## src/hdl/sensor_command_frame_engine_assert.svh

```systemverilog
// ----------------------------------------------------------------------------
// sensor command frame engine assertion macros
// concurrent checks on clk, disabled while rst_n is low
// ----------------------------------------------------------------------------
`ifndef SENSOR_COMMAND_FRAME_ENGINE_ASSERT_SVH
`define SENSOR_COMMAND_FRAME_ENGINE_ASSERT_SVH
`ifndef SYNTHESIS
`define SCFE_ASSERT(lbl, expr) \
    lbl: assert property (@(posedge clk) disable iff (!rst_n) (expr)) \
        else $error("scfe check failed");
`define SCFE_ASSERT_IMP(lbl, ante, cons) \
    lbl: assert property (@(posedge clk) disable iff (!rst_n) (ante) |-> (cons)) \
        else $error("scfe implication failed");
`else
`define SCFE_ASSERT(lbl, expr)
`define SCFE_ASSERT_IMP(lbl, ante, cons)
`endif
`endif

```

## src/hdl/scfe_pkg.sv

```systemverilog
// ----------------------------------------------------------------------------
// scfe_pkg
// shared constants and types of the sensor command frame engine
// ----------------------------------------------------------------------------
package scfe_pkg;

    localparam int FRAME_BYTES = 9;
    localparam int IDX_W       = 4;
    localparam int DATA_BYTES  = 7;
    localparam int ARG_BYTES   = 5;

    localparam logic [7:0] HEADER_BYTE = 8'hFF;
    localparam logic [7:0] SENSOR_ID   = 8'h01;

    localparam logic [IDX_W-1:0] LAST_IDX = IDX_W'(FRAME_BYTES - 1);

    localparam logic [1:0] OP_RX   = 2'd0;
    localparam logic [1:0] OP_TICK = 2'd1;
    localparam logic [1:0] OP_SEND = 2'd2;
    localparam logic [1:0] OP_NONE = 2'd3;

    localparam logic [1:0] STATUS_OK      = 2'd0;
    localparam logic [1:0] STATUS_TIMEOUT = 2'd1;
    localparam logic [1:0] STATUS_BAD_HDR = 2'd2;
    localparam logic [1:0] STATUS_BAD_SUM = 2'd3;

    localparam logic KIND_TX   = 1'b0;
    localparam logic KIND_DONE = 1'b1;

    localparam logic [15:0] RANGE_LOW     = 16'd2000;
    localparam logic [15:0] RANGE_HIGH    = 16'd5000;
    localparam logic [15:0] TIMEOUT_RESET = 16'd100;
    localparam logic [15:0] TICK_MAX      = 16'hFFFF;

    localparam logic CFG_IDX_TIMEOUT = 1'b0;

    typedef struct packed {
        logic [1:0]                 op;
        logic [7:0]                 rx_byte;
        logic [7:0]                 cmd_byte;
        logic [ARG_BYTES-1:0][7:0]  args;
    } item_t;

    // send: cmd, five args, checksum; report: response bytes 2 to 7
    typedef struct packed {
        logic                        is_send;
        logic [1:0]                  status;
        logic [DATA_BYTES-1:0][7:0]  data;
    } job_t;

endpackage

```

## src/hdl/scfe_front.sv

```systemverilog
// ----------------------------------------------------------------------------
// scfe_front
// accepts items, runs the receiver and timeout, and queues jobs
// ----------------------------------------------------------------------------
module scfe_front
    import scfe_pkg::*;
(
    input  logic        clk,
    input  logic        rst_n,
    input  logic [15:0] timeout_ticks,
    input  logic        in_valid,
    output logic        in_ready,
    input  item_t       item,
    input  logic        q_ready,
    output logic        q_push,
    output job_t        q_job
);

    logic                  armed_reg, armed_next;
    logic [7:0]            expected_cmd_reg, expected_cmd_next;
    logic [IDX_W-1:0]      byte_count_reg, byte_count_next;
    logic [7:0]            running_sum_reg, running_sum_next;
    logic [15:0]           tick_count_reg, tick_count_next;
    logic [7:0]            store_reg [FRAME_BYTES];

    logic                  accept;
    logic                  store_we;
    logic [15:0]           tick_inc;
    logic [7:0]            tx_sum;

    assign in_ready = q_ready;
    assign accept   = in_valid && q_ready;

    // 8-bit sum of frame bytes 1 to 7 of a send
    always_comb
    begin
        tx_sum = SENSOR_ID + item.cmd_byte;
        for (int i = 0; i < ARG_BYTES; i++)
        begin
            tx_sum = tx_sum + item.args[i];
        end
    end

    assign tick_inc = (tick_count_reg == TICK_MAX) ? tick_count_reg : tick_count_reg + 16'd1;

    always_comb
    begin
        armed_next        = armed_reg;
        expected_cmd_next = expected_cmd_reg;
        byte_count_next   = byte_count_reg;
        running_sum_next  = running_sum_reg;
        tick_count_next   = tick_count_reg;
        store_we          = 1'b0;
        q_push            = 1'b0;
        q_job             = '0;
        if (accept)
        begin
            unique case (item.op)
                OP_SEND:
                begin
                    q_push            = 1'b1;
                    q_job.is_send     = 1'b1;
                    q_job.data[0]     = item.cmd_byte;
                    for (int i = 0; i < ARG_BYTES; i++)
                    begin
                        q_job.data[i+1] = item.args[i];
                    end
                    q_job.data[6]     = 8'h00 - tx_sum;
                    armed_next        = 1'b1;
                    expected_cmd_next = item.cmd_byte;
                    byte_count_next   = '0;
                    running_sum_next  = '0;
                    tick_count_next   = '0;
                end
                OP_TICK:
                begin
                    if (armed_reg)
                    begin
                        tick_count_next = tick_inc;
                        if (tick_inc >= timeout_ticks)
                        begin
                            armed_next   = 1'b0;
                            q_push       = 1'b1;
                            q_job.status = STATUS_TIMEOUT;
                        end
                    end
                end
                OP_RX:
                begin
                    if (armed_reg && (byte_count_reg < IDX_W'(FRAME_BYTES)))
                    begin
                        store_we        = 1'b1;
                        byte_count_next = byte_count_reg + IDX_W'(1);
                        if ((byte_count_reg != '0) && (byte_count_reg != LAST_IDX))
                        begin
                            running_sum_next = running_sum_reg + item.rx_byte;
                        end
                        if (byte_count_reg == LAST_IDX)
                        begin
                            armed_next = 1'b0;
                            q_push     = 1'b1;
                            for (int i = 0; i < 6; i++)
                            begin
                                q_job.data[i] = store_reg[i+2];
                            end
                            // header and command check wins over the checksum
                            if ((store_reg[0] != HEADER_BYTE) ||
                                (store_reg[1] != expected_cmd_reg))
                            begin
                                q_job.status = STATUS_BAD_HDR;
                            end
                            else if (item.rx_byte != (8'h00 - running_sum_reg))
                            begin
                                q_job.status = STATUS_BAD_SUM;
                            end
                            else
                            begin
                                q_job.status = STATUS_OK;
                            end
                        end
                    end
                end
                default:
                begin
                    // unused op code: nothing to do
                end
            endcase
        end
    end

    always_ff @(posedge clk or negedge rst_n)
    begin
        if (!rst_n)
        begin
            armed_reg        <= 1'b0;
            expected_cmd_reg <= '0;
            byte_count_reg   <= '0;
            running_sum_reg  <= '0;
            tick_count_reg   <= '0;
        end
        else
        begin
            armed_reg        <= armed_next;
            expected_cmd_reg <= expected_cmd_next;
            byte_count_reg   <= byte_count_next;
            running_sum_reg  <= running_sum_next;
            tick_count_reg   <= tick_count_next;
        end
    end

    always_ff @(posedge clk)
    begin
        if (store_we)
        begin
            store_reg[byte_count_reg] <= item.rx_byte;
        end
    end

endmodule

```

## src/hdl/scfe_queue.sv

```systemverilog
// ----------------------------------------------------------------------------
// scfe_queue
// two-entry job queue between the front and back parts
// ----------------------------------------------------------------------------
module scfe_queue
    import scfe_pkg::*;
(
    input  logic  clk,
    input  logic  rst_n,
    input  logic  push,
    input  job_t  push_job,
    output logic  ready,
    input  logic  pop,
    output logic  head_valid,
    output job_t  head_job
);

    job_t        entry_reg [2];
    logic        wr_ptr_reg, wr_ptr_next;
    logic        rd_ptr_reg, rd_ptr_next;
    logic [1:0]  count_reg, count_next;
    logic        do_push, do_pop;

    assign ready      = (count_reg != 2'd2);
    assign head_valid = (count_reg != 2'd0);
    assign head_job   = entry_reg[rd_ptr_reg];
    assign do_push    = push && ready;
    assign do_pop     = pop && head_valid;

    always_comb
    begin
        wr_ptr_next = wr_ptr_reg ^ do_push;
        rd_ptr_next = rd_ptr_reg ^ do_pop;
        count_next  = count_reg + {1'b0, do_push} - {1'b0, do_pop};
    end

    always_ff @(posedge clk or negedge rst_n)
    begin
        if (!rst_n)
        begin
            wr_ptr_reg <= 1'b0;
            rd_ptr_reg <= 1'b0;
            count_reg  <= '0;
        end
        else
        begin
            wr_ptr_reg <= wr_ptr_next;
            rd_ptr_reg <= rd_ptr_next;
            count_reg  <= count_next;
        end
    end

    always_ff @(posedge clk)
    begin
        if (do_push)
        begin
            entry_reg[wr_ptr_reg] <= push_job;
        end
    end

endmodule

```

## src/hdl/scfe_back.sv

```systemverilog
// ----------------------------------------------------------------------------
// scfe_back
// expands queued jobs into frame bytes and finished reports
// ----------------------------------------------------------------------------
`include "sensor_command_frame_engine_assert.svh"

module scfe_back
    import scfe_pkg::*;
(
    input  logic        clk,
    input  logic        rst_n,
    input  logic        q_valid,
    input  job_t        q_job,
    output logic        q_pop,
    output logic        out_valid,
    input  logic        out_ready,
    output logic        out_kind,
    output logic [7:0]  out_tx_byte,
    output logic        out_last,
    output logic [1:0]  out_status,
    output logic [15:0] out_word_high,
    output logic [15:0] out_word_low,
    output logic        out_range_ok,
    output logic        out_flag_bit
);

    logic [IDX_W-1:0] idx_reg, idx_next;
    logic             valid_reg, valid_next;
    logic             kind_reg, kind_next;
    logic [7:0]       tx_reg, tx_next;
    logic             last_reg, last_next;
    logic [1:0]       status_reg, status_next;
    logic [15:0]      high_reg, high_next;
    logic [15:0]      low_reg, low_next;
    logic             rok_reg, rok_next;
    logic             flag_reg, flag_next;

    logic             load;
    logic [7:0]       frame_byte;

    assign load = q_valid && (!valid_reg || out_ready);

    always_comb
    begin
        unique case (idx_reg)
            4'd0:    frame_byte = HEADER_BYTE;
            4'd1:    frame_byte = SENSOR_ID;
            4'd2:    frame_byte = q_job.data[0];
            4'd3:    frame_byte = q_job.data[1];
            4'd4:    frame_byte = q_job.data[2];
            4'd5:    frame_byte = q_job.data[3];
            4'd6:    frame_byte = q_job.data[4];
            4'd7:    frame_byte = q_job.data[5];
            4'd8:    frame_byte = q_job.data[6];
            default: frame_byte = '0;
        endcase
    end

    always_comb
    begin
        idx_next    = idx_reg;
        q_pop       = 1'b0;
        kind_next   = KIND_DONE;
        tx_next     = '0;
        last_next   = 1'b0;
        status_next = q_job.status;
        high_next   = {q_job.data[0], q_job.data[1]};
        low_next    = {q_job.data[2], q_job.data[3]};
        rok_next    = (low_next == RANGE_LOW) || (low_next == RANGE_HIGH);
        flag_next   = q_job.data[5][0];
        if (q_job.is_send)
        begin
            kind_next   = KIND_TX;
            tx_next     = frame_byte;
            last_next   = (idx_reg == LAST_IDX);
            status_next = STATUS_OK;
            high_next   = '0;
            low_next    = '0;
            rok_next    = 1'b0;
            flag_next   = 1'b0;
            if (load)
            begin
                q_pop    = (idx_reg == LAST_IDX);
                idx_next = (idx_reg == LAST_IDX) ? '0 : idx_reg + IDX_W'(1);
            end
        end
        else
        begin
            q_pop = load;
        end
        if (load)
        begin
            valid_next = 1'b1;
        end
        else if (out_ready)
        begin
            valid_next = 1'b0;
        end
        else
        begin
            valid_next = valid_reg;
        end
    end

    always_ff @(posedge clk or negedge rst_n)
    begin
        if (!rst_n)
        begin
            idx_reg   <= '0;
            valid_reg <= 1'b0;
        end
        else
        begin
            idx_reg   <= idx_next;
            valid_reg <= valid_next;
        end
    end

    always_ff @(posedge clk)
    begin
        if (load)
        begin
            kind_reg   <= kind_next;
            tx_reg     <= tx_next;
            last_reg   <= last_next;
            status_reg <= status_next;
            high_reg   <= high_next;
            low_reg    <= low_next;
            rok_reg    <= rok_next;
            flag_reg   <= flag_next;
        end
    end

    assign out_valid     = valid_reg;
    assign out_kind      = kind_reg;
    assign out_tx_byte   = tx_reg;
    assign out_last      = last_reg;
    assign out_status    = status_reg;
    assign out_word_high = high_reg;
    assign out_word_low  = low_reg;
    assign out_range_ok  = rok_reg;
    assign out_flag_bit  = flag_reg;

    `SCFE_ASSERT(a_idx_range, idx_reg <= LAST_IDX)
    `SCFE_ASSERT_IMP(a_idx_send_only, idx_reg != '0, q_valid && q_job.is_send)
    `SCFE_ASSERT_IMP(a_last_pops, load && q_job.is_send && (idx_reg == LAST_IDX), q_pop)
    `SCFE_ASSERT_IMP(a_report_no_last, valid_reg && (kind_reg == KIND_DONE), !last_reg)

endmodule

```

## src/hdl/sensor_command_frame_engine.sv

```systemverilog
// ----------------------------------------------------------------------------
// sensor_command_frame_engine
// nine-byte serial command frame engine with negated-sum checksum
// ----------------------------------------------------------------------------
// path: a request's first result is written into the job queue, then loaded into the
//   output register that drives m_tvalid
// flow: one input request per cycle while the two-entry job queue has room; a send
//   occupies the back part for nine output bytes, a report or timeout for one
// reset (rst_n low, asynchronous): receiver disarmed, counters and sum cleared,
//   job queue and output register empty, timeout_ticks back to 100
module sensor_command_frame_engine
    import scfe_pkg::*;
(
    input  logic        clk,
    input  logic        rst_n,
    // input stream
    input  logic        s_tvalid,
    output logic        s_tready,
    // rx_byte, cmd_byte, arg_three, arg_four, arg_five, arg_six, arg_seven
    input  logic [55:0] s_tdata,
    // op
    input  logic [1:0]  s_tuser,
    // output stream
    output logic        m_tvalid,
    input  logic        m_tready,
    // tx_byte, status, word_high, word_low, range_ok, flag_bit, zero pad
    output logic [47:0] m_tdata,
    // kind
    output logic [0:0]  m_tuser,
    // last
    output logic        m_tlast,
    // configuration port
    input  logic        psel,
    input  logic        penable,
    input  logic        pwrite,
    input  logic [2:0]  paddr,
    input  logic [31:0] pwdata,
    output logic [31:0] prdata,
    output logic        pready
);

    logic [15:0] timeout_reg, timeout_next;
    logic        cfg_write;

    item_t       item;
    logic        q_ready, q_push, q_pop, q_valid;
    job_t        push_job, head_job;

    logic        out_kind, out_last, out_range_ok, out_flag_bit;
    logic [7:0]  out_tx_byte;
    logic [1:0]  out_status;
    logic [15:0] out_word_high, out_word_low;

    // configuration: one register, timeout_ticks at byte address 0
    assign pready    = 1'b1;
    assign cfg_write = psel && penable && pwrite && pready;

    always_comb
    begin
        timeout_next = timeout_reg;
        if (cfg_write && (paddr[2] == CFG_IDX_TIMEOUT))
        begin
            timeout_next = pwdata[15:0];
        end
    end

    assign prdata = (paddr[2] == CFG_IDX_TIMEOUT) ? {16'd0, timeout_reg} : 32'd0;

    always_ff @(posedge clk or negedge rst_n)
    begin
        if (!rst_n)
        begin
            timeout_reg <= TIMEOUT_RESET;
        end
        else
        begin
            timeout_reg <= timeout_next;
        end
    end

    // unpack the input request
    always_comb
    begin
        item.op       = s_tuser;
        item.rx_byte  = s_tdata[7:0];
        item.cmd_byte = s_tdata[15:8];
        for (int i = 0; i < ARG_BYTES; i++)
        begin
            item.args[i] = s_tdata[16 + 8*i +: 8];
        end
    end

    // front part: receiver state, timeout and job building
    scfe_front u_front
    (
        .clk           (clk),
        .rst_n         (rst_n),
        .timeout_ticks (timeout_reg),
        .in_valid      (s_tvalid),
        .in_ready      (s_tready),
        .item          (item),
        .q_ready       (q_ready),
        .q_push        (q_push),
        .q_job         (push_job)
    );

    // short queue so front and back stall on their own
    scfe_queue u_queue
    (
        .clk        (clk),
        .rst_n      (rst_n),
        .push       (q_push),
        .push_job   (push_job),
        .ready      (q_ready),
        .pop        (q_pop),
        .head_valid (q_valid),
        .head_job   (head_job)
    );

    // back part: frame serialiser and report formatter with output register
    scfe_back u_back
    (
        .clk           (clk),
        .rst_n         (rst_n),
        .q_valid       (q_valid),
        .q_job         (head_job),
        .q_pop         (q_pop),
        .out_valid     (m_tvalid),
        .out_ready     (m_tready),
        .out_kind      (out_kind),
        .out_tx_byte   (out_tx_byte),
        .out_last      (out_last),
        .out_status    (out_status),
        .out_word_high (out_word_high),
        .out_word_low  (out_word_low),
        .out_range_ok  (out_range_ok),
        .out_flag_bit  (out_flag_bit)
    );

    // pack the result request
    assign m_tdata = {4'd0, out_flag_bit, out_range_ok, out_word_low, out_word_high,
                      out_status, out_tx_byte};
    assign m_tuser = out_kind;
    assign m_tlast = out_last;

endmodule

```

## config.mk

```make
export PLATFORM = sky130hd
export DESIGN_NAME = sensor_command_frame_engine
export DESIGN_NICKNAME = d
export VERILOG_FILES = /design/src/hdl/scfe_pkg.sv /design/src/hdl/scfe_front.sv /design/src/hdl/scfe_queue.sv /design/src/hdl/scfe_back.sv /design/src/hdl/sensor_command_frame_engine.sv
export VERILOG_INCLUDE_DIRS = /design/src /design/src/hdl
export SDC_FILE = /design/constraint.sdc
export NUM_CORES = 1
export LEC_CHECK = 0
export ABC_CLOCK_PERIOD_IN_PS = 4740
export BUFFER_PORTS_ARGS = -buffer_cell sky130_fd_sc_hd__buf_2
export CORE_MARGIN = 4
export CORE_UTILIZATION = 40
export CTS_CLUSTER_SIZE = 14
export DETAILED_ROUTE_END_ITERATION = 12
export PLACE_DENSITY = 0.58
export SLEW_MARGIN = 20
export SYNTH_ARGS = -nofsm -noshare
export SYNTH_HDL_FRONTEND = slang
export SYNTH_HIERARCHICAL = 1
export SYNTH_SLANG_ARGS = --single-unit
```

## constraint.sdc

```tcl
create_clock -name clk -period 4.74 [get_ports clk]
set_input_delay 0.711 -clock clk [delete_from_list [all_inputs] [get_ports clk]]
set_output_delay 0.711 -clock clk [all_outputs]
set_load 0.02 [all_outputs]
```

# Yosys cells after proc, flatten, opt, wreduce, memory -nomap -nowiden
# Memories as Yosys holds them, arrays and structs flattened.
# Index checks and enable logic that the tools add are counted.
[classes]
add_sub_neg = 14
n_reduce_logical = 27
mux = 47
eq_ne = 23
order_cmp = 2
bitwise_logic = 3
[ops]
columns = ["operator", "count"]
rows = [
  ["$mux W48", 2],
  ["$pmux W48 S2", 1],
  ["$pmux W8 S9", 1],
  ["$mux W59", 1],
  ["$add A8 B8 Y8", 6],
  ["$mux W16", 3],
  ["$pmux W16 S2", 1],
  ["$mux W8", 3],
  ["$mux W1", 23],
  ["$add A16 B1 Y16 const B", 1],
  ["$eq A16 B11 Y1 const B", 1],
  ["$eq A16 B13 Y1 const B", 1],
  ["$eq A16 B16 Y1 const B", 1],
  ["$eq A4 B3 Y1 const B", 4],
  ["$ge A16 B16 Y1", 1],
  ["$ne A8 B8 Y1", 2],
  ["$pmux W8 S2", 1],
  ["$sub A1 B8 Y8 const A", 2],
  ["$mux W2", 5],
  ["$logic_and A1 B1 Y1", 9],
  ["$add A1 B8 Y8 const A", 1],
  ["$add A4 B1 Y4 const B", 2],
  ["$eq A4 B2 Y1 const B", 2],
  ["$eq A4 B4 Y1 const B", 2],
  ["other kinds (26)", 40],
]
[word_totals]
ramBits = 190
out_inout_bits = 85
ff_bits = 108
wordCells = 137
input_bits = 100
n_memories = 2
[memory_table]
columns = ["memory", "words", "word_bits", "rd", "rd_clocked_by_memory_dff", "wr", "line_no", "source"]
rows = [
  ["u_queue.entry_reg", 2, 59, 1, 0, 1, "scfe_queue.sv:18", "job_t entry_reg [2];"],
  ["u_front.store_reg", 9, 8, 8, 0, 1, "scfe_front.sv:24", "logic [7:0] store_reg [FRAME_BYTES];"],
]

# Logic depth before layout (Yosys ltp)
# Gate-level depths: netlist of run 1.
[depth]
ltp_word = 10
depth_mapped = 19
ltp_nobuf = 19

# Hierarchy
# Netlist of run 1, hierarchy kept.
[by_module_without_submodules]
columns = ["mod", "cells_each", "n_inst", "area_each_um2"]
rows = [
  ["scfe_front", 683, 1, 6762.7],
  ["scfe_queue", 207, 1, 4509.3],
  ["scfe_back", 202, 1, 2502.4],
  ["sensor_command_frame_engine", 76, 1, 948.4],
]

# Least setup slack after synthesis of run 1
# No wires, ideal clock.
[synth_path]
kind = "reg2reg"
from = "register u_front.tick_count_reg[0]"
to = "memory u_queue/entry_reg[0][0] (netlist bit), enable pin"
stages_incl_launch_ff = 16
setup_slack_ps = -184
t_arrival_ps = 4501
n_path_buf = 0
cell_sequence = "dfrtp_1 -> ha_1 -> nand2_1 -> nor3_4 -> a211oi_1 -> nand3_1 -> xnor2_1 -> ha_1 -> a21oi_1 -> nor2_1 -> a211oi_1 -> o21ai_0 -> o211ai_1 -> a221oi_1 -> and2_1 -> ha_1"
[synth_via]
elab_chain_len = 10
elab_cells_between_ends = 11
cone_classes = "add/sub: 1; order compare: 1; eq/ne: 1; mux: 7; reduce/logical: 1"
[synth_lines]
columns = ["element", "line_no", "source"]
rows = [
  ["from (decl)", "scfe_front.sv:23", "logic [15:0] tick_count_reg, tick_count_next;"],
  ["from (signal assigned)", "scfe_front.sv:147", "tick_count_reg <= tick_count_next;"],
  ["$add A16 B1 Y16 or $eq A16 B16 Y1 (tied branches)", "scfe_front.sv:44", "assign tick_inc = (tick_count_reg == TICK_MAX) ? tick_count_reg : tick_count_reg + 16'd1;"],
  ["$mux W16 *", "scfe_front.sv:44", ""],
  ["$ge A16 B16 Y1 *", "scfe_front.sv:80", "if (tick_inc >= timeout_ticks)"],
  ["$mux W1 *", "scfe_front.sv:80", ""],
  ["$mux W1 *", "scfe_front.sv:77", "if (armed_reg)"],
  ["$pmux W1 S3 *", "scfe_front.sv:58", "unique case (item.op)"],
  ["$mux W1 *", "scfe_front.sv:56", "if (accept)"],
  ["net q_push", "sensor_command_frame_engine.sv:46", "logic q_ready, q_push, q_pop, q_valid;"],
  ["$logic_and A1 B1 Y1 *", "scfe_queue.sv:27", "assign do_push = push && ready;"],
  ["$mux W1 *", "scfe_queue.sv:55", "if (do_push)"],
  ["$mux W1 (implied by the code) *", "scfe_queue.sv:57", "entry_reg[wr_ptr_reg] <= push_job;"],
  ["to (decl)", "scfe_queue.sv:18", ""],
]
# Mark *: on every way through the listed nets, which the timed path passes. The rest lies on a longest branch.

# Final worst setup path of run 1
[layout_path]
from = "register u_front.tick_count_reg[0]"
to = "memory u_queue/entry_reg[1][45] (netlist bit), enable pin"
# Same word-level chain as after synthesis.

==> results.txt, run 1 <==
* Final Cycle Share: about nine tenths
- Maximum clock skew at final layout: ~0.023 ns
* Worst EP required: between 4 and 5 ns
* R2r endpoint: u_queue/entry_reg[1][45]
* Reg2Reg Launch Point: u_front/tick_count_reg[0]
- Crit path arrival time: 4.52 ns
- The tightest min-delay check is of the input pin to asynchronous set/reset pin type.
- Synth Area in XOR/XNOR: under 10%
- Adder-cell share of the synthesized area: about 7.6%
* Post-synthesis compound-gate area fraction: 9.14%
* Vias per cell: approximately 5.1
* Flip-flop count of the largest register after layout: ~120
* Final Critical Period: around 4.3 ns
* Run status: finished, final reports clean
- For this run, the leading register cell type out of synthesis is sky130_fd_sc_hd__edfxtp_1.
* Sequential area share after synthesis: 57.1%
- In this run the core area contains 70 standard-cell rows.
* Final net count: approximately 1500
- Clock sinks: 290
- Die Outline Area: ~40000 um2
- Die H: between 150 and 200 um
- After the first detailed-routing iteration, the DRC count stood at approximately 640.
- In this run the standard cell core region covers 36400 um2.
- Setup repair after global routing left no endpoint under its margin.
- Number of synthesized register bits: between 200 and 300
- For the final routed database, the setup TNS stands at 0 ns.
- CTS max path bufs: 3
- Final setup violation count: 0
- Commonest cells after routing, fill and taps aside: sky130_fd_sc_hd__edfxtp_1 (228), sky130_fd_sc_hd__buf_2 (145), sky130_fd_sc_hd__inv_1 (98)
- Across the run, the number of max-cap violations was 0.
* Most common library cell in the layout ignoring fill and taps: sky130_fd_sc_hd__edfxtp_1
* Routed wire length per instance: roughly 20 um
- Synth cell types: 73
* Fmax: between 0.2 and 0.25 GHz
- Entering global routing, the biggest net connects between 50 and 60 pins.
- Once placement completed, the tool counted placed cells totaling about 1700.
- After Yosys synthesis, and, or, nand and nor cells account for between 10 and 15% of the synthesized area.
- TritonCTS built the clock tree.
- Final Instance Area: 17000 um2
- The post-route netlist has a little under a quarter of its cells at a drive strength greater than 1.
* Total cell area at the placement stage: approximately 16000 um2
- The number of global-route vias before repair came to 9346.
* Total number of vias: between 9000 and 10000
- Max Transition Viols Final: 0
- Fraction of synthesized area in multiplexers: 6.50%
- Dividing the synthesized area by the synthesized cell count gives approximately 13 um2.
- The die is 200 um wide.
* Cell area power density: between 500 and 600 nW/um2
- Routability-driven placement finished with a final weighted congestion of roughly 0.84.
* CP startpoint kind: flip-flop
* Post-CTS Setup Inserts: 0
- Synth Instances: 1168
- Once layout is complete, the utilization of the core stands at between 40% and 50%.
* Relative slew slack: between 20 and 30%
- The Yosys step of the flow raised 6 warnings.
* First drt pass iteration count: 5
- Largest family of logic cells by synthesized area: simple AND/OR/NAND/NOR gates
* First-pass GRT wire length: 54.0 mm
- The number of hold violations in the final report was 0.
- Async set-or-reset flop fraction in the synthesized netlist: between 20% and 30%
* Level count of the clock H-tree: 2
* Count of instances resized after the clock tree is built: 0
- After detailed routing, the number of remaining DRC violations is 0.
- HPWL reported at the end of detailed placement: 25.5 mm
- From synthesis to final layout, the design area changed by 15.3%.
- Antenna violations before repair: 1
- During I/O placement, the number of pins put on the boundary was between 150 and 200.
* Final Instance Count excl. Fillers: 1809
- At the pin with the least slew margin, the transition time is 1.06 ns.
- Largest fanout on the critical path: 41
- Number of buffers added by the clock tree synthesis step: 34
- Clock input transition at the sequential cells of the worst setup and hold paths: roughly 0.050 ns
* Effective utilization at floorplan: 40.4%
* Number of input and output port buffers inserted: around 150
- The critical path is of the flip-flop to flip-flop type.
* Clock insertion delay at the later pin of the skew report: between 0.5 and 0.6 ns
- Once detail routing completed, the nets flagged for antenna violations numbered 0.
* Slack of the worst reg-to-reg path: ~0.4 ns
- Post-synth design cell area: 14700 um2
- The worst setup path is captured at a flip-flop.
- Total wire length: 35.4 mm
* IR drop worst, VDD: about 0.24 mV
- Remaining global-route overflow: 0
- Leakage power summed over all cells: roughly 7 nW
- In this run, post-CTS hold repair placed 0 buffers.
- Clock Root Buffer: sky130_fd_sc_hd__clkbuf_16
- Total Routing Usage GR: around 18%
- Number of synthesized flops with an enable pin: 228
- For the worst flop-to-flop path, the logic depth is 16.
stage by stage:
stage          hold slack [ns]  setup WS [ns]  total power [mW]
2_1_floorplan            0.415          0.432              5.86
3_3_place_gp             0.479          0.406              6.62
3_5_place_dp             0.488          0.357              6.66
4_1_cts                 0.0673          0.335              9.23
5_1_grt                 0.0567         0.0315              9.67
6_report                0.0630          0.408              9.13
cells by family (layout without fill, tap and decap cells):
group                    count (synthesis)  count (layout)
AND/OR/NAND/NOR                        307             307
flip-flops                             290             290
AO/OA/AOI/OAI                          197             197
buffers and inverters                  168             321
multiplexers                            81              81
adder cells (fa/ha/maj)                 73              73
XOR/XNOR                                50              50
other                                    2              22
critical path: stages (launching register included):
cell,delay [ns]
sky130_fd_sc_hd__dfrtp_1,0.41
sky130_fd_sc_hd__ha_1,0.22
sky130_fd_sc_hd__nand2_1,0.14
sky130_fd_sc_hd__nor3_4,0.29
sky130_fd_sc_hd__and4_1,0.29
sky130_fd_sc_hd__nand3b_1,0.11
sky130_fd_sc_hd__o21a_1,0.13
sky130_fd_sc_hd__ha_1,0.32
sky130_fd_sc_hd__nand4_1,0.15
sky130_fd_sc_hd__nor3_2,0.28
sky130_fd_sc_hd__o21ai_0,0.12
sky130_fd_sc_hd__a21oi_1,0.24
sky130_fd_sc_hd__o211ai_1,0.17
sky130_fd_sc_hd__a221oi_1,0.34
sky130_fd_sc_hd__buf_4,0.20
sky130_fd_sc_hd__and3_2,0.31
sky130_fd_sc_hd__buf_12,0.28
power by group:
group | total [mW] | internal, mW | switching (mW)
logic | 2.99 | 1.23 | 1.76
registers | 3.61 | 3.31 | 0.307
clock network | 2.53 | 1.52 | 1.01
total | 9.13 | 6.05 | 3.09
layout make-up:
cell class	instances	area (um2)
Clock buffer	50	992
Multi-Input combinational cell	729	5630
Tap cell	468	586
Timing Repair Buffer	162	891
Clock inverter	11	101
Fill cell	3286	19500
Sequential cell	290	8400
Antenna cell	1	2.50
Inverter	98	368
per-layer routing:
layer  GRT usage, %  wire, um
met5              0         0
met1           24.8     16200
met3           2.64      1720
met2           28.1     16300
met4           5.89      1150
worst max path at each step:
stage	from	endpoint	slack [ns]
6_report	u_front/tick_count_reg[0]	u_queue/entry_reg[1][45]	0.41
3_5_place_dp	u_front/tick_count_reg[0]	u_queue/entry_reg[1][12]	0.36
5_1_grt	u_front/tick_count_reg[0]	u_queue/entry_reg[1][39]	0.03
3_3_place_gp	u_front/tick_count_reg[0]	u_queue/entry_reg[1][12]	0.41
2_1_floorplan	u_front/tick_count_reg[0]	u_queue/entry_reg[0][0]	0.43
4_1_cts	u_front/tick_count_reg[0]	u_queue/entry_reg[1][12]	0.34
Yosys cell counts (all sizes together) (4+ instances only):
cell type / number / share of area [%]
a21oi: 42 / 1.4
xor2: 24 / 1.4
o21a: 9 / 0.46
fa: 27 / 3.7
a22oi: 55 / 2.8
buf: 47 / 2.3
a22o: 9 / 0.54
a211oi: 5 / 0.25
nand3: 18 / 0.61
clkbuf: 23 / 0.59
edfxtp: 228 / 47
and2: 12 / 0.51
ha: 46 / 3.9
o21ai: 35 / 1.2
nor3b: 4 / 0.24
mux2: 81 / 6.5
a21boi: 4 / 0.20
nor2b: 54 / 2.3
nor2: 85 / 2.2
a21o: 4 / 0.20
nand2: 62 / 1.6
xnor2: 26 / 1.5
nor4: 9 / 0.48
nand4: 8 / 0.54
nand2b: 16 / 0.68
dfrtp: 59 / 10
nor4b: 4 / 0.34
nand3b: 4 / 0.20
inv: 98 / 2.5
and3: 4 / 0.17
nor3: 12 / 0.52
and2b: 6 / 0.31
a311o: 6 / 0.41
a222oi: 7 / 0.48
Note: power is estimated with default switching activity, not from simulation.
==> inputs of run 2 (changes only) <==
ABC_CLOCK_PERIOD_IN_PS = 5400   (was 4740)
PLACE_DENSITY = 0.56   (was 0.58)
clock period = 5.4 ns   (was 4.74 ns; I/O delays follow)
==> results.txt, run 2 (synthesis gave the netlist of run 1 again) <==
- The number of antenna cells inserted was 0 (-1).
* Cell area power density: 479 nW/um2 (-11%)
- Antenna violations before repair: 0 (-1)
- Worst EP required: 5.58 ns (+0.65 ns)
- Number of input and output port buffers inserted: 145 (unchanged)
- Number of max-cap violations: 0 (unchanged)
* Sequential cell area: 8400 um2 (unchanged)
* Final Cycle Share: 86.1% (-5.3 points)
* Total of fill cells in the finished design: 3315 (+0.88%)
- The total core area was 36400 um2 (unchanged).
* Run status: finished, final reports clean
- The clock latency on the worst-skew pair was 0.52 ns (about the same).
- The clock net sink count is 290 (unchanged).
* Switching fraction of total power: 33.7% (-0.13 points)
* Number of buffers added to fix hold violations after cts: 0 (unchanged)
- DRC violations left: 0 (unchanged)
* Unrepaired setup endpoints after global routing: no
- The largest vdd supply drop is 0.228 mV (-6.8%).
* CP startpoint kind: flip-flop
- Commonest cells after routing, fill and taps aside: sky130_fd_sc_hd__edfxtp_1 (228), sky130_fd_sc_hd__buf_2 (145), sky130_fd_sc_hd__inv_1 (98)
- TritonCTS built the clock tree.
- The max-slew violation count was 0 (unchanged).
- The number of antenna-violating nets in the routed design is 0 (unchanged).
- HPWL reported at the end of detailed placement: 25.6 mm (+0.39%)
- The via count normalized by instance count was 5.13 (-0.23%).
- Proportion of power drawn by flip-flops and latches: 39.5% (about the same)
- X dimension of the die: 200 um (unchanged)
- The number of flip-flops under the largest register name is 118 (unchanged).
* Largest fanout on the critical path: 43 (+4.9%)
* Total Routing Usage GR: 17.5% (-0.12 points)
- The final critical delay including setup and external delays came to 4.65 ns (+0.317 ns).
- The number of hold violations in the final report came to 0 (unchanged).
- Internal power of the cells: 5.38 mW (-11%)
- Total area of multi-input combinational cells: 5620 um2 (-0.13%)
* Vias in the first global route: 8988 (-3.8%)
* Worst setup startpoint: u_front/tick_count_reg[7]
- Type of the worst min-delay path: input pin to asynchronous set/reset pin
- STA classifies the critical path endpoint as a flip-flop.
- Setup tns final: 0 ns (unchanged)
- Total number of vias: 9235 (-0.67%)
- The maximum number of buffers from clock root to sink was 3 (unchanged).
- The post-CTS setup repair buffer count was 0 (unchanged).
- Iteration-0 DRC count of the detailed router: 649 (+1.2%)
* Post-layout util: 46.4% (-0.15 points)
- The number of nets in the layout is 1480 (-0.54%).
- The library cell used most frequently in the layout, excluding fill and tap cells, is sky130_fd_sc_hd__edfxtp_1.
- The first-pass GRT wire length was 53.2 mm (-1.6%).
- The achievable clock frequency was 0.215 GHz (-6.8%).
- The last weighted congestion value of the routability-driven placer was 0.849 (+0.75%).
* Clock Root Buffer: sky130_fd_sc_hd__clkbuf_16
* Remaining global-route overflow: 0 (unchanged)
- Leakage power summed over all cells: 6.76 nW (-0.49%)
- Crit path arrival time: 4.83 ns (+0.31 ns)
- Effective utilization at floorplan: 40.4% (unchanged)
- The count of cells resized by post-cts repair came to 0 (unchanged).
- Comb pwr share: 32.0% (-0.7 points)
- The relative max-transition margin came to 27.7% (-1.8 points).
- The net switching power is 2.73 mW (-12%).
* Die H: 200 um (unchanged)
- Reg2Reg Launch Point: u_front/tick_count_reg[7]
* Total wire length: 35.4 mm (+0.10%)
- The clock edge transition at the registers on the reported setup and hold paths came to 0.06 ns (about the same).
- The number of buffers inserted during clock tree synthesis was 34 (unchanged).
- Level count of the clock H-tree: 2 (unchanged)
* Slew at the pin closest to its max-slew limit: 1.08 ns (+0.0270 ns)
- Relative to the synthesized area, the layout overhead comes to 14.9%.
* Number of cell rows: 70 (unchanged)
* Routed wire length per instance: 19.7 um (+0.55%)
- I/O pins: 185 (unchanged)
- The maximum clock skew at final layout came to 0.0209 ns (-0.00162 ns).
- The number of failing setup endpoints in the final timing report came to 0 (unchanged).
- The pin count of the biggest net entering global routing was 63 (+11%).
- Fraction of power consumed by the clock network: 28.5% (+0.8 points)
* Layout cells sized above 1: 23.0% (-0.70 points)
- WS Path Type: flip-flop to flip-flop
- First drt pass iteration count: 5 (unchanged)
- Die Outline Area: 39900 um2 (unchanged)
## run 2: metal layers
metal / GRT usage (%) / share of wire, % / up-vias
met3: 2.84 / 5.0 / 53
li1: - / - / 4423
met5: 0 / 0 / -
met1: 24.9 / 46 / 4506
met4: 5.11 / 2.7 / 0
met2: 27.8 / 46 / 253
## run 2: power groups by stage
stage | Clock [mW] | Combinational [mW] | Sequential (mW)
2_1_floorplan | 0 | 1.83 | 3.32
3_3_place_gp | 0 | 2.58 | 3.24
3_5_place_dp | 0 | 2.61 | 3.26
4_1_cts | 2.36 | 2.62 | 3.21
5_1_grt | 2.47 | 2.86 | 3.26
6_report | 2.31 | 2.59 | 3.21
## run 2: final cells by class
| class | instances | share of cell area (%) |
|---|---|---|
| sequential | 290 | 49.7 |
| inverter | 98 | 2.17 |
| clock buffer | 42 | 5.21 |
| tap | 468 | 3.46 |
| multi-input combinational | 729 | 33.2 |
| timing repair buffer | 154 | 4.84 |
| clock inverter | 20 | 1.42 |
## run 2: critical path, cell delays in order (launching register included)
cell and delay, ns:
sky130_fd_sc_hd__dfrtp_1 0.49, sky130_fd_sc_hd__nand4_4 0.18, sky130_fd_sc_hd__nor4_1 0.56, sky130_fd_sc_hd__and3_1 0.28
sky130_fd_sc_hd__nand3b_1 0.11, sky130_fd_sc_hd__o21a_1 0.13, sky130_fd_sc_hd__ha_1 0.29, sky130_fd_sc_hd__nand4_1 0.10
sky130_fd_sc_hd__nor3_1 0.31, sky130_fd_sc_hd__o21ai_0 0.14, sky130_fd_sc_hd__a21oi_1 0.24, sky130_fd_sc_hd__o211ai_1 0.15
sky130_fd_sc_hd__a221oi_1 0.33, sky130_fd_sc_hd__buf_4 0.20, sky130_fd_sc_hd__and3_2 0.48, sky130_fd_sc_hd__buf_12 0.31
## run 2: per-stage QoR
step	total power, mW	hold slack [ns]	setup slack, ns	instance area [um2]	instances
4_1_cts	8.20	0.505	0.736	16900	1801
6_report	8.11	0.472	0.751	16900	1801
2_1_floorplan	5.15	0.466	0.476	14800	1187
3_3_place_gp	5.82	0.477	0.784	15800	1739
3_5_place_dp	5.87	0.495	0.773	15800	1739
5_1_grt	8.59	0.506	0.417	16900	1801
## run 2: worst paths after layout
check,end,slack [ns],cells past startpoint
setup / recovery,u_queue/entry_reg[1][38],0.75,15
min in group clk,u_front/expected_cmd_reg[6],0.50,2
max in group asynchronous,u_queue/rd_ptr_reg,4.31,2
setup reg to reg,u_queue/entry_reg[1][38],0.75,15
hold / removal,u_back/out_valid,0.47,2
hold reg to reg,u_front/expected_cmd_reg[6],0.50,2
==> inputs of run 3 (changes only) <==
--- a/config.mk
+++ b/config.mk
@@ -10,2 +10,3 @@
 export BUFFER_PORTS_ARGS = -buffer_cell sky130_fd_sc_hd__buf_2
+export CAP_MARGIN = 20
 export CORE_MARGIN = 4
==> constraint.sdc (replaced) <==
create_clock -name clk -period 5.4 [get_ports clk]
set_input_delay 0.27 -clock clk [delete_from_list [all_inputs] [get_ports clk]]
set_output_delay 0.27 -clock clk [all_outputs]
set_load 0.02 [all_outputs]
==> results.txt, run 3 (synthesis gave the netlist of run 1 again) <==
- The flow ran to the end, and the final reports show no timing, DRC or antenna violations.
* Detail Route Antenna Nets: 0 (unchanged)
* Final Hold Vio Count: 0 (unchanged)
- Clock Root Buffer: sky130_fd_sc_hd__clkbuf_16
* Final Instance Area: 17100 um2 (+1.3%)
- IR drop worst, VDD: 0.216 mV (-5.2%)
* Remaining global-route overflow: 0 (unchanged)
- Most common library cell in the layout ignoring fill and taps: sky130_fd_sc_hd__edfxtp_1
* Final net count: 1498 (+1.2%)
* Post-CTS Setup Inserts: 0 (unchanged)
* Fmax: 0.211 GHz (-1.9%)
* Number of input and output port buffers inserted: 145 (unchanged)
* Die H: 200 um (unchanged)
- The setup TNS is 0 ns (unchanged).
- The met3 usage in global routing is 2.87% (+0.034 points).
- The setup slack on the worst flop-to-flop path came to 0.66 ns (-0.09 ns).
* Antenna violations before repair: 0 (unchanged)
* Level count of the clock H-tree: 2 (unchanged)
- The maximum number of buffers from clock root to sink came to 3 (unchanged).
- Iteration-0 DRC count of the detailed router: 605 (-6.8%)
- The maximum clock skew at final layout was 0.0235 ns (+0.00260 ns).
- The floorplan die area is 39900 um2 (unchanged).
- The worst setup path is captured at a flip-flop.
- The first-pass GRT wire length was 54.3 mm (+2.2%).
- Pre-CTS setup slack: 0.746 ns (-0.0272 ns)
- The relative max-transition margin is 28.2% (+0.46 points).
- The clock latency on the worst-skew pair came to 0.53 ns (about the same).
- The critical path in this run is classified as flip-flop to flip-flop.
* Crit path arrival time: 4.92 ns (+0.09 ns)
- The starting density of the core is 40.4% (unchanged).
- First drt pass iteration count: 6 (+1)
- After global routing, the most crowded layer is met2.
* Post-layout worst setup margin: 0.660 ns (-0.0909 ns)
* Total Routing Usage GR: 17.8% (+0.35 points)
* Worst EP required: 5.58 ns (about the same)
- Final setup violation count: 0 (unchanged)
* Commonest cells after routing, fill and taps aside: sky130_fd_sc_hd__edfxtp_1 (228), sky130_fd_sc_hd__buf_2 (145), sky130_fd_sc_hd__inv_1 (98)
- Series of cell instances along the critical path: nand4_4 > nor4_1 > and3_1 > nand3b_1 > o21a_1 > ha_1 > nand4_1 > nor3_1 > o21ai_0 > a21oi_1 > o211ai_1 > a221oi_1 > and2_1 > ha_2 > buf_12
- In this run the critical register-to-register path is launched from u_front/tick_count_reg[7].
- The cell area power density was 478 nW/um2 (-0.35%).
- Final Critical Period: 4.74 ns (+0.0909 ns)
* Final Cycle Share: 87.8% (+1.7 points)
- Type of the worst min-delay path: input pin to flip-flop
* Vias in the first global route: 9285 (+3.3%)
* Routed wire length per instance: 19.6 um (-0.20%)
- Total number of vias: 9325 (+0.97%)
* Launch point of the worst hold path: s_tdata[15]
- Number of cell rows: 70 (unchanged)
- Maximum cell stage delay along the critical path: 0.64 ns (+0.08 ns)
- Number of buffers added by the clock tree synthesis step: 34 (unchanged)
- Largest fanout on the critical path: 59 (+37%)
- Total wire length: 35.7 mm (+0.74%)
* Core box area: 36400 um2 (unchanged)
- The pin count of the biggest net entering global routing is 63 (unchanged).
* Sequential cell area: 8400 um2 (unchanged)
- TritonCTS built the clock tree.
* Cell family contributing the most delay on the critical path: simple AND/OR/NAND/NOR gates
- The via count normalized by instance count was 5.13 (about the same).
- Unrepaired setup endpoints after global routing: no
* CP bufs+invs: 1 (-1)
- The largest individual stage delay along the critical path comes from the cell sky130_fd_sc_hd__a221oi_1.
- HPWL reported at the end of detailed placement: 25.7 mm (+0.48%)
- Leakage power summed over all cells: 6.85 nW (+1.3%)
- Total of fill cells in the finished design: 3335 (+0.60%)
- The multi-input logic area was 5620 um2 (unchanged).
* Met2 capacity usage during global routing: 29.1% (+1.3 points)
- Max Transition Viols Final: 0 (unchanged)
- R2r endpoint: u_queue/entry_reg[0][22]
- The met1 routing resource usage after global routing came to 24.9% (-0.052 points).
- Number of max-cap violations: 0 (unchanged)
- CP startpoint kind: flip-flop
- I/O pins: 185 (unchanged)
- The clock net sink count was 290 (unchanged).
* Worst Reg-to-Reg Cells: 15 (unchanged)
- Total cell area at the placement stage: 15800 um2 (unchanged)
* DRC violations left: 0 (unchanged)
- Final GP Congestion: 0.814 (-4.1%)
* Clock input transition at the sequential cells of the worst setup and hold paths: 0.06 ns (about the same)
- The chip width came to 200 um (unchanged).
* Area growth, synth to finish: 16.4%
- The share of post-route cells with drive strength above 1 is 23.0% (about the same).
- Sink of the worst hold path: u_front/expected_cmd_reg[7]
* Flip-flop count of the largest register after layout: 118 (unchanged)
- Counting instances, the worst hold path has a depth of 3.
- The slew at the pin closest to its max-slew limit is 1.08 ns (-0.00696 ns).
- The number of antenna cells inserted came to 0 (unchanged).
==> run 3: worst max-delay path by stage <==
stage                                          from                       end  slack [ns]  cells past startpoint
final                     u_front/tick_count_reg[7]  u_queue/entry_reg[0][22]        0.66                     15
after detailed placement  u_front/tick_count_reg[7]  u_queue/entry_reg[0][13]        0.75                     15
after CTS                 u_front/tick_count_reg[7]  u_queue/entry_reg[0][48]        0.69                     15
after floorplan           u_front/tick_count_reg[0]   u_queue/entry_reg[0][0]        0.48                     15
after global routing      u_front/tick_count_reg[7]  u_queue/entry_reg[0][45]        0.26                     15
after global placement    u_front/tick_count_reg[7]  u_queue/entry_reg[0][13]        0.82                     15
==> run 3: area by class of cell <==
type	count	area share [%]
clock buffers	38	5.11
flip-flops and latches	290	49.0
inverters	98	2.15
clock inverters	23	1.68
repair buffers	172	5.81
well taps	468	3.42
multi-input cells	729	32.8
==> run 3: metal layers <==
| layer | up-vias | wire length [um] | share of wire, % |
|---|---|---|---|
| li1 | 4462 | - | - |
| met1 | 4543 | 15800 | 44 |
| met2 | 275 | 16900 | 47 |
| met3 | 45 | 2150 | 6.0 |
| met4 | 0 | 819 | 2.3 |
| met5 | - | 0 | 0 |
==> run 3: timing repair <==
item / in CTS / in global routing
hold buffers: 17 / 0
endpoints found under the hold margin: 64 / 0
resized for setup: 0 / 0
==> run 3: power by group <==
| part | internal, mW | switching (mW) |
|---|---|---|
| Sequential | 2.90 | 0.268 |
| Clock | 1.46 | 0.908 |
| Combinational | 1.08 | 1.57 |
| Total | 5.44 | 2.74 |
==> run 3: stage by stage <==
stage / instances / utilization (%) / hold slack, ns / total power, mW
after floorplan: 1187 / - / -0.0256 / 5.15
after global placement: 1739 / 43.3 / 0.478 / 5.82
after detailed placement: 1739 / 43.3 / 0.493 / 5.86
after CTS: 1817 / 47.0 / 0.0212 / 8.28
after global routing: 1818 / 47.0 / 0.0360 / 8.68
final: 1818 / 47.0 / 0.0408 / 8.18
==> run 3: tightest hold or removal path, delay by kind of cell <==
kind / cells / cell delay (ns)
AND/OR/NAND/NOR: 2 / 0.11
buffers and inverters: 1 / 0.14
